**config.mk**
```make
export PLATFORM = sky130hd
export DESIGN_NAME = psg_beeper_mixer_iir_resampler_core
export DESIGN_NICKNAME = d
export VERILOG_FILES = /design/src/rtl/core/psgbm_pkg.sv /design/src/rtl/core/psgbm_regs.sv /design/src/rtl/core/psgbm_front.sv /design/src/rtl/core/psgbm_queue.sv /design/src/rtl/core/psgbm_back.sv /design/src/rtl/core/psg_beeper_mixer_iir_resampler_core.sv
export SDC_FILE = /design/constraint.sdc
export NUM_CORES = 2
export LEC_CHECK = 0
export BUFFER_PORTS_ARGS = -buffer_cell sky130_fd_sc_hd__buf_4
export CORE_ASPECT_RATIO = 1.4
export CORE_MARGIN = 2
export CORE_UTILIZATION = 47
export CTS_CLUSTER_SIZE = 8
export DETAILED_ROUTE_END_ITERATION = 8
export PLACE_DENSITY = 0.74
export SYNTH_ARGS = -nofsm -noshare
export SYNTH_HDL_FRONTEND = slang
export SYNTH_SLANG_ARGS = --single-unit
```
**constraint.sdc**
```tcl
create_clock -name clk -period 19.25 [get_ports clk]
set_input_delay 3.85 -clock clk [delete_from_list [all_inputs] [get_ports clk]]
set_output_delay 3.85 -clock clk [all_outputs]
set_load 0.005 [all_outputs]
```
**src/rtl/core/psgbm_pkg.sv**
```systemverilog
// shared constants, types and table builders of the beeper mixer core
// no dependencies; used by every module of the core by scoped names
`timescale 1ns / 1ps
`default_nettype none

package psgbm_pkg;

  localparam int unsigned MaxPerChannelDef = 6553;
  localparam int unsigned ToneChannelsDef  = 4;
  localparam int unsigned QueueDepthDef    = 2;

  // beeper at voice 0, tone channel c at voice c+1
  localparam int unsigned NumVoices   = 5;
  localparam int unsigned AttnLevels  = 16;
  localparam int unsigned AttnW       = 4;
  localparam int unsigned BaseW       = 13;
  localparam int unsigned RomW        = 16;
  localparam int unsigned RomFrac     = 15;
  localparam int unsigned ProdW       = BaseW + RomW;
  localparam int unsigned SumW        = 15;
  localparam int unsigned LevelW      = 16;
  localparam int unsigned VolW        = 7;
  localparam int unsigned PeriodW     = 16;
  localparam int unsigned VolEntries  = 1 << VolW;
  localparam int unsigned PercentFull = 100;
  localparam int unsigned FilterShift = 4;
  localparam int unsigned FilterRound = (1 << FilterShift) - 1;

  localparam logic [AttnW-1:0]   AttnOff           = 4'd15;
  localparam logic [VolW-1:0]    VolumeRst         = 7'd50;
  localparam logic [PeriodW-1:0] ResamplePeriodRst = 16'd1000;
  localparam logic [PeriodW-1:0] TickPeriodRst     = 16'd16;

  // input tdata layout
  localparam int unsigned ChanStride = 1 + AttnW;
  localparam int unsigned BeeperBit  = 4 * ChanStride;
  localparam int unsigned PausedBit  = BeeperBit + 1;
  localparam int unsigned InDataW    = 24;
  localparam int unsigned OutDataW   = 16;
  localparam int unsigned CfgAddrW   = 5;
  localparam int unsigned CfgDataW   = 32;

  // q1.15 gain, 2 dB steps
  localparam logic [RomW-1:0] AttnRom [AttnLevels] = '{
    16'd32768, 16'd26029, 16'd20675, 16'd16423, 16'd13045, 16'd10362, 16'd8231, 16'd6538,
    16'd5193,  16'd4125,  16'd3277,  16'd2603,  16'd2068,  16'd1642,  16'd1305, 16'd1036
  };

  typedef enum logic [2:0] {
    RegBeeperVol      = 3'd0,
    RegTone0Vol       = 3'd1,
    RegTone1Vol       = 3'd2,
    RegTone2Vol       = 3'd3,
    RegTone3Vol       = 3'd4,
    RegResamplePeriod = 3'd5,
    RegTickPeriod     = 3'd6
  } reg_idx_t;

  typedef logic [NumVoices-1:0][BaseW-1:0] base_vec_t;

  typedef struct packed {
    logic [PeriodW-1:0] resample_period;
    logic [PeriodW-1:0] tick_period;
  } timing_t;

  typedef struct packed {
    logic full;
    logic valid;
  } qstat_t;

  typedef logic [BaseW-1:0] base_tbl_t [VolEntries];

  // channel level per volume code, codes above full scale saturate
  function automatic base_tbl_t base_table(input int unsigned max_lvl);
    base_tbl_t   tbl;
    int unsigned vs;
    for (int unsigned v = 0; v < VolEntries; v++) begin
      vs     = (v > PercentFull) ? PercentFull : v;
      tbl[v] = BaseW'((max_lvl * vs) / PercentFull);
    end
    return tbl;
  endfunction

endpackage

`default_nettype wire

```
**src/rtl/core/psgbm_regs.sv**
```systemverilog
// configuration register file with apb-style access and per-voice level lookup
// depends on psgbm_pkg
`timescale 1ns / 1ps
`default_nettype none

module psgbm_regs #(
  parameter int unsigned MAX_PER_CHANNEL = psgbm_pkg::MaxPerChannelDef
) (
  input  wire logic                               clk,
  input  wire logic                               rst_n,
  input  wire logic                               cfg_psel,
  input  wire logic                               cfg_penable,
  input  wire logic                               cfg_pwrite,
  input  wire logic [psgbm_pkg::CfgAddrW-1:0]     cfg_paddr,
  input  wire logic [psgbm_pkg::CfgDataW-1:0]     cfg_pwdata,
  output logic      [psgbm_pkg::CfgDataW-1:0]     cfg_prdata,
  output psgbm_pkg::base_vec_t                    bases,
  output psgbm_pkg::timing_t                      timing
);

  localparam psgbm_pkg::base_tbl_t BaseTbl = psgbm_pkg::base_table(MAX_PER_CHANNEL);

  logic [psgbm_pkg::NumVoices-1:0][psgbm_pkg::VolW-1:0] vol_r, vol_nxt;
  psgbm_pkg::base_vec_t                                 base_r, base_nxt;
  logic [psgbm_pkg::PeriodW-1:0]                        period_r, period_nxt;
  logic [psgbm_pkg::PeriodW-1:0]                        tick_r, tick_nxt;
  logic                                                 wr_en;
  psgbm_pkg::reg_idx_t                                  idx;

  assign wr_en = cfg_psel && cfg_penable && cfg_pwrite;
  assign idx   = psgbm_pkg::reg_idx_t'(cfg_paddr[4:2]);

  always_comb begin
    vol_nxt    = vol_r;
    base_nxt   = base_r;
    period_nxt = period_r;
    tick_nxt   = tick_r;
    if (wr_en) begin
      case (idx)
        psgbm_pkg::RegBeeperVol, psgbm_pkg::RegTone0Vol, psgbm_pkg::RegTone1Vol,
        psgbm_pkg::RegTone2Vol, psgbm_pkg::RegTone3Vol: begin
          vol_nxt[idx]  = cfg_pwdata[psgbm_pkg::VolW-1:0];
          base_nxt[idx] = BaseTbl[cfg_pwdata[psgbm_pkg::VolW-1:0]];
        end
        psgbm_pkg::RegResamplePeriod: period_nxt = cfg_pwdata[psgbm_pkg::PeriodW-1:0];
        psgbm_pkg::RegTickPeriod:     tick_nxt   = cfg_pwdata[psgbm_pkg::PeriodW-1:0];
        default: ;
      endcase
    end
  end

  always_comb begin
    case (idx)
      psgbm_pkg::RegBeeperVol, psgbm_pkg::RegTone0Vol, psgbm_pkg::RegTone1Vol,
      psgbm_pkg::RegTone2Vol, psgbm_pkg::RegTone3Vol:
        cfg_prdata = psgbm_pkg::CfgDataW'(vol_r[idx]);
      psgbm_pkg::RegResamplePeriod: cfg_prdata = psgbm_pkg::CfgDataW'(period_r);
      psgbm_pkg::RegTickPeriod:     cfg_prdata = psgbm_pkg::CfgDataW'(tick_r);
      default:                      cfg_prdata = '0;
    endcase
  end

  always_ff @(posedge clk) begin
    if (!rst_n) begin
      for (int unsigned v = 0; v < psgbm_pkg::NumVoices; v++) begin
        vol_r[v]  <= psgbm_pkg::VolumeRst;
        base_r[v] <= BaseTbl[psgbm_pkg::VolumeRst];
      end
      period_r <= psgbm_pkg::ResamplePeriodRst;
      tick_r   <= psgbm_pkg::TickPeriodRst;
    end else begin
      vol_r    <= vol_nxt;
      base_r   <= base_nxt;
      period_r <= period_nxt;
      tick_r   <= tick_nxt;
    end
  end

  assign bases                  = base_r;
  assign timing.resample_period = period_r;
  assign timing.tick_period     = tick_r;

endmodule

`default_nettype wire

```
**src/rtl/core/psgbm_front.sv**
```systemverilog
// front end: accepts scan ticks, runs the resample countdown, scales channel levels
// depends on psgbm_pkg; feeds psgbm_queue
`timescale 1ns / 1ps
`default_nettype none

module psgbm_front #(
  parameter int unsigned TONE_CHANNELS = psgbm_pkg::ToneChannelsDef,
  parameter int unsigned ENTRY_W       = (TONE_CHANNELS + 1) * psgbm_pkg::BaseW + 1
) (
  input  wire logic                             clk,
  input  wire logic                             rst_n,
  input  wire logic                             in_tvalid,
  output logic                                  in_tready,
  input  wire logic [psgbm_pkg::InDataW-1:0]    in_tdata,
  input  psgbm_pkg::base_vec_t                  bases,
  input  psgbm_pkg::timing_t                    timing,
  input  psgbm_pkg::qstat_t                     qstat,
  output logic                                  q_push,
  output logic      [ENTRY_W-1:0]               q_wdata
);

  localparam int unsigned TermsW = TONE_CHANNELS * psgbm_pkg::BaseW;

  logic [psgbm_pkg::PeriodW-1:0] cd_r, cd_nxt, cd_sum;
  logic                          accept;
  logic                          due;
  logic                          emit;
  logic [psgbm_pkg::BaseW-1:0]   beep_term;
  logic [TermsW-1:0]             terms;

  assign in_tready = !qstat.full;
  assign accept    = in_tvalid && in_tready;

  // countdown wraps modulo 2^16
  assign due    = cd_r <= timing.tick_period;
  assign cd_sum = due ? cd_r + timing.resample_period : cd_r;
  assign cd_nxt = accept ? cd_sum - timing.tick_period : cd_r;
  assign emit   = due && !in_tdata[psgbm_pkg::PausedBit];

  for (genvar c = 0; c < TONE_CHANNELS; c++) begin : g_chan
    logic [psgbm_pkg::AttnW-1:0] attn;
    logic                        on;
    logic [psgbm_pkg::ProdW-1:0] prod;

    assign attn = in_tdata[c*psgbm_pkg::ChanStride+1 +: psgbm_pkg::AttnW];
    assign on   = in_tdata[c*psgbm_pkg::ChanStride] && (attn != psgbm_pkg::AttnOff);
    assign prod = psgbm_pkg::ProdW'(bases[c+1]) * psgbm_pkg::ProdW'(psgbm_pkg::AttnRom[attn]);
    // gain is at most 1.0, so the scaled level fits the base width
    assign terms[c*psgbm_pkg::BaseW +: psgbm_pkg::BaseW] =
      on ? prod[psgbm_pkg::RomFrac +: psgbm_pkg::BaseW] : '0;
  end

  assign beep_term = in_tdata[psgbm_pkg::BeeperBit] ? bases[0] : '0;

  assign q_push  = accept;
  assign q_wdata = {emit, beep_term, terms};

  always_ff @(posedge clk) begin
    if (!rst_n) begin
      cd_r <= psgbm_pkg::ResamplePeriodRst;
    end else begin
      cd_r <= cd_nxt;
    end
  end

endmodule

`default_nettype wire

```
**src/rtl/core/psgbm_queue.sv**
```systemverilog
// small register queue between the front end and the filter back end
// depends on psgbm_pkg
`timescale 1ns / 1ps
`default_nettype none

module psgbm_queue #(
  parameter int unsigned WIDTH = 8,
  parameter int unsigned DEPTH = psgbm_pkg::QueueDepthDef
) (
  input  wire logic             clk,
  input  wire logic             rst_n,
  input  wire logic             push,
  input  wire logic [WIDTH-1:0] wdata,
  input  wire logic             pop,
  output logic      [WIDTH-1:0] rdata,
  output psgbm_pkg::qstat_t     qstat
);

  localparam int unsigned PtrW = (DEPTH > 1) ? $clog2(DEPTH) : 1;
  localparam int unsigned CntW = $clog2(DEPTH + 1);

  logic [WIDTH-1:0] mem_r [DEPTH];
  logic [PtrW-1:0]  wr_ptr_r, wr_ptr_nxt;
  logic [PtrW-1:0]  rd_ptr_r, rd_ptr_nxt;
  logic [CntW-1:0]  cnt_r, cnt_nxt;

  assign qstat.full  = cnt_r == CntW'(DEPTH);
  assign qstat.valid = cnt_r != '0;
  assign rdata       = mem_r[rd_ptr_r];

  always_comb begin
    wr_ptr_nxt = wr_ptr_r;
    rd_ptr_nxt = rd_ptr_r;
    cnt_nxt    = cnt_r;
    if (push) begin
      wr_ptr_nxt = (wr_ptr_r == PtrW'(DEPTH - 1)) ? '0 : wr_ptr_r + 1'b1;
    end
    if (pop) begin
      rd_ptr_nxt = (rd_ptr_r == PtrW'(DEPTH - 1)) ? '0 : rd_ptr_r + 1'b1;
    end
    if (push && !pop) begin
      cnt_nxt = cnt_r + 1'b1;
    end else if (pop && !push) begin
      cnt_nxt = cnt_r - 1'b1;
    end
  end

  always_ff @(posedge clk) begin
    if (push) begin
      mem_r[wr_ptr_r] <= wdata;
    end
  end

  always_ff @(posedge clk) begin
    if (!rst_n) begin
      wr_ptr_r <= '0;
      rd_ptr_r <= '0;
      cnt_r    <= '0;
    end else begin
      wr_ptr_r <= wr_ptr_nxt;
      rd_ptr_r <= rd_ptr_nxt;
      cnt_r    <= cnt_nxt;
    end
  end

endmodule

`default_nettype wire

```
**src/rtl/core/psgbm_back.sv**
```systemverilog
// back end: sums voice levels, runs the one-pole low-pass filter, holds the result
// depends on psgbm_pkg; drained from psgbm_queue
`timescale 1ns / 1ps
`default_nettype none

module psgbm_back #(
  parameter int unsigned TONE_CHANNELS = psgbm_pkg::ToneChannelsDef,
  parameter int unsigned ENTRY_W       = (TONE_CHANNELS + 1) * psgbm_pkg::BaseW + 1
) (
  input  wire logic                             clk,
  input  wire logic                             rst_n,
  input  psgbm_pkg::qstat_t                     qstat,
  input  wire logic [ENTRY_W-1:0]               q_rdata,
  output logic                                  q_pop,
  output logic                                  out_tvalid,
  input  wire logic                             out_tready,
  output logic      [psgbm_pkg::OutDataW-1:0]   out_tdata
);

  localparam int unsigned BeepLsb = TONE_CHANNELS * psgbm_pkg::BaseW;
  localparam int unsigned EmitBit = ENTRY_W - 1;

  logic                              sum_v_r, sum_v_nxt;
  logic [psgbm_pkg::SumW-1:0]        sum_r, sum_c;
  logic                              emit_r;
  logic [psgbm_pkg::LevelW-1:0]      level_r, level_nxt;
  logic                              out_v_r, out_v_nxt;
  logic [psgbm_pkg::SumW-1:0]        sample_r;
  logic                              adv_s;
  logic                              adv_f;
  logic signed [psgbm_pkg::LevelW:0] diff, adj, step;

  always_comb begin
    sum_c = psgbm_pkg::SumW'(q_rdata[BeepLsb +: psgbm_pkg::BaseW]);
    for (int unsigned c = 0; c < TONE_CHANNELS; c++) begin
      sum_c = sum_c + psgbm_pkg::SumW'(q_rdata[c*psgbm_pkg::BaseW +: psgbm_pkg::BaseW]);
    end
  end

  // filter stage moves when the output register is free or being drained
  assign adv_f = sum_v_r && (!out_v_r || out_tready);
  assign adv_s = qstat.valid && (!sum_v_r || adv_f);
  assign q_pop = adv_s;

  assign sum_v_nxt = adv_s || (sum_v_r && !adv_f);
  assign out_v_nxt = (out_v_r && !out_tready) || (adv_f && emit_r);

  // step toward the mix by a sixteenth, rounded toward zero
  assign diff      = $signed((psgbm_pkg::LevelW+1)'(sum_r)) -
                     $signed((psgbm_pkg::LevelW+1)'(level_r));
  assign adj       = diff[psgbm_pkg::LevelW] ?
                     diff + $signed((psgbm_pkg::LevelW+1)'(psgbm_pkg::FilterRound)) : diff;
  assign step      = adj >>> psgbm_pkg::FilterShift;
  assign level_nxt = level_r + step[psgbm_pkg::LevelW-1:0];

  always_ff @(posedge clk) begin
    if (adv_s) begin
      sum_r  <= sum_c;
      emit_r <= q_rdata[EmitBit];
    end
    if (adv_f && emit_r) begin
      sample_r <= level_nxt[psgbm_pkg::SumW-1:0];
    end
  end

  always_ff @(posedge clk) begin
    if (!rst_n) begin
      sum_v_r <= 1'b0;
      out_v_r <= 1'b0;
      level_r <= '0;
    end else begin
      sum_v_r <= sum_v_nxt;
      out_v_r <= out_v_nxt;
      if (adv_f) begin
        level_r <= level_nxt;
      end
    end
  end

  assign out_tvalid = out_v_r;
  assign out_tdata  = psgbm_pkg::OutDataW'(sample_r);

endmodule

`default_nettype wire

```
**src/rtl/core/psg_beeper_mixer_iir_resampler_core.sv**
```systemverilog
// sound mixer core: four tone voices and a beeper, one-pole low-pass, resampler.
// path: an accepted tick passes the queue, then the sum register, then the output register.
// throughput: one tick per cycle while out_tready is high; filter: subtract, round, add.
// reset (rst_n low, synchronous): volumes 50, resample period 1000, tick period 16,
//   filter level 0, countdown 1000, queue and output empty.
// depends on psgbm_pkg, psgbm_regs, psgbm_front, psgbm_queue, psgbm_back
`timescale 1ns / 1ps
`default_nettype none

module psg_beeper_mixer_iir_resampler_core #(
  parameter int unsigned MAX_PER_CHANNEL = psgbm_pkg::MaxPerChannelDef,
  parameter int unsigned TONE_CHANNELS   = psgbm_pkg::ToneChannelsDef,
  parameter int unsigned QUEUE_DEPTH     = psgbm_pkg::QueueDepthDef
) (
  input  wire logic                             clk,
  input  wire logic                             rst_n,
  input  wire logic                             in_tvalid,
  output logic                                  in_tready,
  // tone0_out, tone0_attn, tone1_out, tone1_attn, tone2_out, tone2_attn,
  // tone3_out, tone3_attn, beeper_out, paused
  input  wire logic [psgbm_pkg::InDataW-1:0]    in_tdata,
  output logic                                  out_tvalid,
  input  wire logic                             out_tready,
  // sample
  output logic      [psgbm_pkg::OutDataW-1:0]   out_tdata,
  input  wire logic                             cfg_psel,
  input  wire logic                             cfg_penable,
  input  wire logic                             cfg_pwrite,
  input  wire logic [psgbm_pkg::CfgAddrW-1:0]   cfg_paddr,
  input  wire logic [psgbm_pkg::CfgDataW-1:0]   cfg_pwdata,
  output logic      [psgbm_pkg::CfgDataW-1:0]   cfg_prdata,
  output logic                                  cfg_pready
);

  localparam int unsigned EntryW = (TONE_CHANNELS + 1) * psgbm_pkg::BaseW + 1;

  psgbm_pkg::base_vec_t bases;
  psgbm_pkg::timing_t   timing;
  psgbm_pkg::qstat_t    qstat;
  logic                 q_push;
  logic                 q_pop;
  logic [EntryW-1:0]    q_wdata;
  logic [EntryW-1:0]    q_rdata;

  assign cfg_pready = 1'b1;

  psgbm_regs #(
    .MAX_PER_CHANNEL (MAX_PER_CHANNEL)
  ) u_regs (
    .clk         (clk),
    .rst_n       (rst_n),
    .cfg_psel    (cfg_psel),
    .cfg_penable (cfg_penable),
    .cfg_pwrite  (cfg_pwrite),
    .cfg_paddr   (cfg_paddr),
    .cfg_pwdata  (cfg_pwdata),
    .cfg_prdata  (cfg_prdata),
    .bases       (bases),
    .timing      (timing)
  );

  psgbm_front #(
    .TONE_CHANNELS (TONE_CHANNELS),
    .ENTRY_W       (EntryW)
  ) u_front (
    .clk       (clk),
    .rst_n     (rst_n),
    .in_tvalid (in_tvalid),
    .in_tready (in_tready),
    .in_tdata  (in_tdata),
    .bases     (bases),
    .timing    (timing),
    .qstat     (qstat),
    .q_push    (q_push),
    .q_wdata   (q_wdata)
  );

  psgbm_queue #(
    .WIDTH (EntryW),
    .DEPTH (QUEUE_DEPTH)
  ) u_queue (
    .clk   (clk),
    .rst_n (rst_n),
    .push  (q_push),
    .wdata (q_wdata),
    .pop   (q_pop),
    .rdata (q_rdata),
    .qstat (qstat)
  );

  psgbm_back #(
    .TONE_CHANNELS (TONE_CHANNELS),
    .ENTRY_W       (EntryW)
  ) u_back (
    .clk        (clk),
    .rst_n      (rst_n),
    .qstat      (qstat),
    .q_rdata    (q_rdata),
    .q_pop      (q_pop),
    .out_tvalid (out_tvalid),
    .out_tready (out_tready),
    .out_tdata  (out_tdata)
  );

endmodule

`default_nettype wire

```
==> run_results.csv <==
group,metric,value,unit
layout,final_common_cell,"inv_1",
layout,final_cell_area,48900,um2
die,die_w,268,um
placed_design,gp_congestion,0.854,
pwr,powerDensity,150,nW/um2
grt,grt_max_degree,92,
cts,post_cts_resized,0,
cts,cts_buffers,48,
critical_path,arrival,10.79,ns
die,die-height,373,um
yosys,syn_inst,5113,
pwr,p_leak,23.0,nW
cts,cts_setup_buffers,0,
cts,clk_pin_slew,0.05,ns
layout,mostFrequentLayoutCells,"inv_1 (910), nand2_1 (750), fa_1 (639), ha_1 (413), and2_1 (393)",
yosys,synth_area_leaders,"fa_1 (28%), ha_1 (11%), edfxtp_1 (11%)",
grt,grt_pass1_vias,36400,
worst_hold_path,hp-class,"reg -> reg",
sta,setup_tns,0,ns
critical_path,worstSetupEndpointType,"register",
placed_design,port_buffers,80,
layout,synthToLayoutAreaGrowth,6.83,%
critical_path,worstSetupPathType,"in -> reg",
pwr,power_frac_clock,10.7,%
placed_design,dp.cells,6306,
route,num_vias,34400,
route,drc,0,
run,cap_violations,0,
yosys,synth.cell_area,45800,um2
die,ios,119,
cts,cts-root-buf,"clkbuf_16",
sta,hold_viol,0,
sta,worst_slew_pin_slew,1.22,ns
layout,nFillCells,8825,
route,drt-total-wl,107,mm
cts,cts_tree,"yes",
pwr,p_sw,3.50,mW
layout,layout.nets,6175,
route,post_drt_wl_per_cell,16.7,um
pwr,combPwrFrac,73.0,%
sta,fmax,95.5,MHz
yosys,yosysTopAreaCell,"fa_1",
grt,antenna_found_initial,1,
sta,fin_hold_ws,0.465,ns
cts,clk_latency,0.58,ns
yosys,synth_top_area_share,27.9,%
grt,grt_first_pass_wirelength,180,mm
grt,track_usage,21.9,%
critical_path,worstPathMaxFanout,13,
die,die_area,100000,um2
route,viasPerCell,5.38,
sta,setup_viol,0,
yosys,ys_seq_elements,334,
sta,fin_crit_sh,54.4,%
pwr,ir_drop,345,uV
placed_design,placed_cell_area,47500,um2
pwr,swShare,47.8,%
sta,slew_violations,0,
grt,gr-total-overflow,0,
yosys,synth-seq-area-share,18.2,%
pwr,internal-power,3.83,mW
cts,holdBufCountCts,0,
placed_design,pre_cts_ws,8.31,ns
die,coreArea,96600,um2
sta,setup_slack,8.78,ns
placed_design,hpwl,81.7,mm
route,first_pass_iters,6,
yosys,synth_area_per_cell,8.95,um2
yosys,async_flop_share,0,%
layout,drive_gt1_share,6.66,%
pwr,power_frac_seq,16.3,%
critical_path,critPathLaunchType,"input pin",
sta,relSlewSlack,18.6,%
cts,clk_path_buf_depth,3,
layout,final_cells,6389,
sta,rsz0062_at_grt,"false",
die,start_util,47.4,%
sta,clock-skew-final,0.0494,ns
yosys,yosys_warnings,0,
cts,clkSinkCount,334,
yosys,synth_cell_type_count,94,
route,first_iter_violations,2223,
outcome,outcome,"finished, final reports clean",
cts,htree_levels,2,
critical_path,cp.required,19.57,ns
die,core.rowCount,135,
route,ant_nets,0,
yosys,synth_top_flop_cell,"dfxtp_1",
sta,fin_crit,10.47,ns
yosys,synth-edff-count,163,
path summary, 6_finish.rpt:
path                          from                   end  slack (ns)  cells after the start
hold / removal    u_regs.vol_r[34]      u_regs.vol_r[34]        0.46                      2
setup reg to reg  u_regs.bases[30]  u_queue.mem_r[0][25]       12.77                     19
setup / recovery      in_tdata[12]  u_queue.mem_r[0][36]        8.78                     25
hold reg to reg   u_regs.vol_r[34]      u_regs.vol_r[34]        0.46                      2
power by group through the flow:
stage	clock, mW	combinational [mW]	sequential (mW)
4_1_cts	0.795	5.35	1.19
5_1_grt	0.822	6.07	1.21
2_1_floorplan	0	4.01	1.18
3_3_place_gp	0	5.13	1.20
6_report	0.785	5.35	1.19
3_5_place_dp	0	5.31	1.21
worst max-delay path: stages:
cell     delay [ns]
buf_4          0.14
inv_1          0.11
ha_1           0.21
nor2b_1        0.20
nor2_1         0.07
o22ai_1        0.93
and2_1         0.28
fa_1           0.40
inv_1          0.08
fa_1           0.40
inv_1          0.09
fa_1           0.46
fa_1           0.56
fa_1           0.43
ha_1           0.33
a21o_1         0.18
a21o_1         0.17
a21oi_1        0.18
o21ai_0        0.11
a21oi_1        0.44
a31oi_2        0.23
a221o_1        0.41
a21oi_2        0.22
mux2i_1        0.21
nand2_1        0.10
area by class of cell:
class | count | area, um2 | share of cell area [%]
diodes | 1 | 2.50 | 0.00512
inverters | 913 | 3430 | 7.01
clock inverters | 5 | 91.3 | 0.187
flip-flops and latches | 334 | 8320 | 17.0
well taps | 1301 | 1630 | 3.33
clock buffers | 77 | 1320 | 2.70
repair buffers | 141 | 1060 | 2.16
multi-input cells | 3617 | 33100 | 67.6
routing by layer:
layer  vias to the layer above  share of wire [%]  GRT usage [%]
met5                         -                  0              0
met3                       245                4.5           1.85
met2                       902                 53           40.7
li1                      16000                  -              -
met1                     17200                 39           26.0
met4                         0                3.9           8.32
per-stage QoR:
stage | utilization [%] | power (mW)
2_1_floorplan | - | 5.20
3_3_place_gp | 49.2 | 6.33
3_5_place_dp | 49.2 | 6.51
4_1_cts | 50.6 | 7.34
5_1_grt | 50.6 | 8.10
6_report | 50.6 | 7.33
synth_stat cells (all sizes together) (93+ instances only):
library cell	n
edfxtp	163
ha	413
dfxtp	171
a21oi	132
nor2	202
clkbuf	216
and2	393
fa	639
o21ai	124
inv	911
xnor2	93
nand2	750
sequential cells by signal, summed over array words and instances (netlist names), 2 cells and up, named ones only:
name,flops
u_regs.tick_r,16
u_regs.bases,65
u_back.sum_r,15
u_back.level_r,16
u_queue.mem_r,132
u_back.sample_r,15
u_queue.cnt_r,2
u_regs.period_r,16
u_regs.vol_r,35
u_front.cd_r,16
kinds of logic after synthesis:
family                   synth area share [%]
AO/OA/AOI/OAI                            9.61
XOR/XNOR                                 2.75
adder cells (fa/ha/maj)                  39.2
buffers and inverters                    9.82
flip-flops                               18.2
multiplexers                             3.11
other                                  0.0164
AND/OR/NAND/NOR                          17.3
Power figures use the tool's default switching activity.
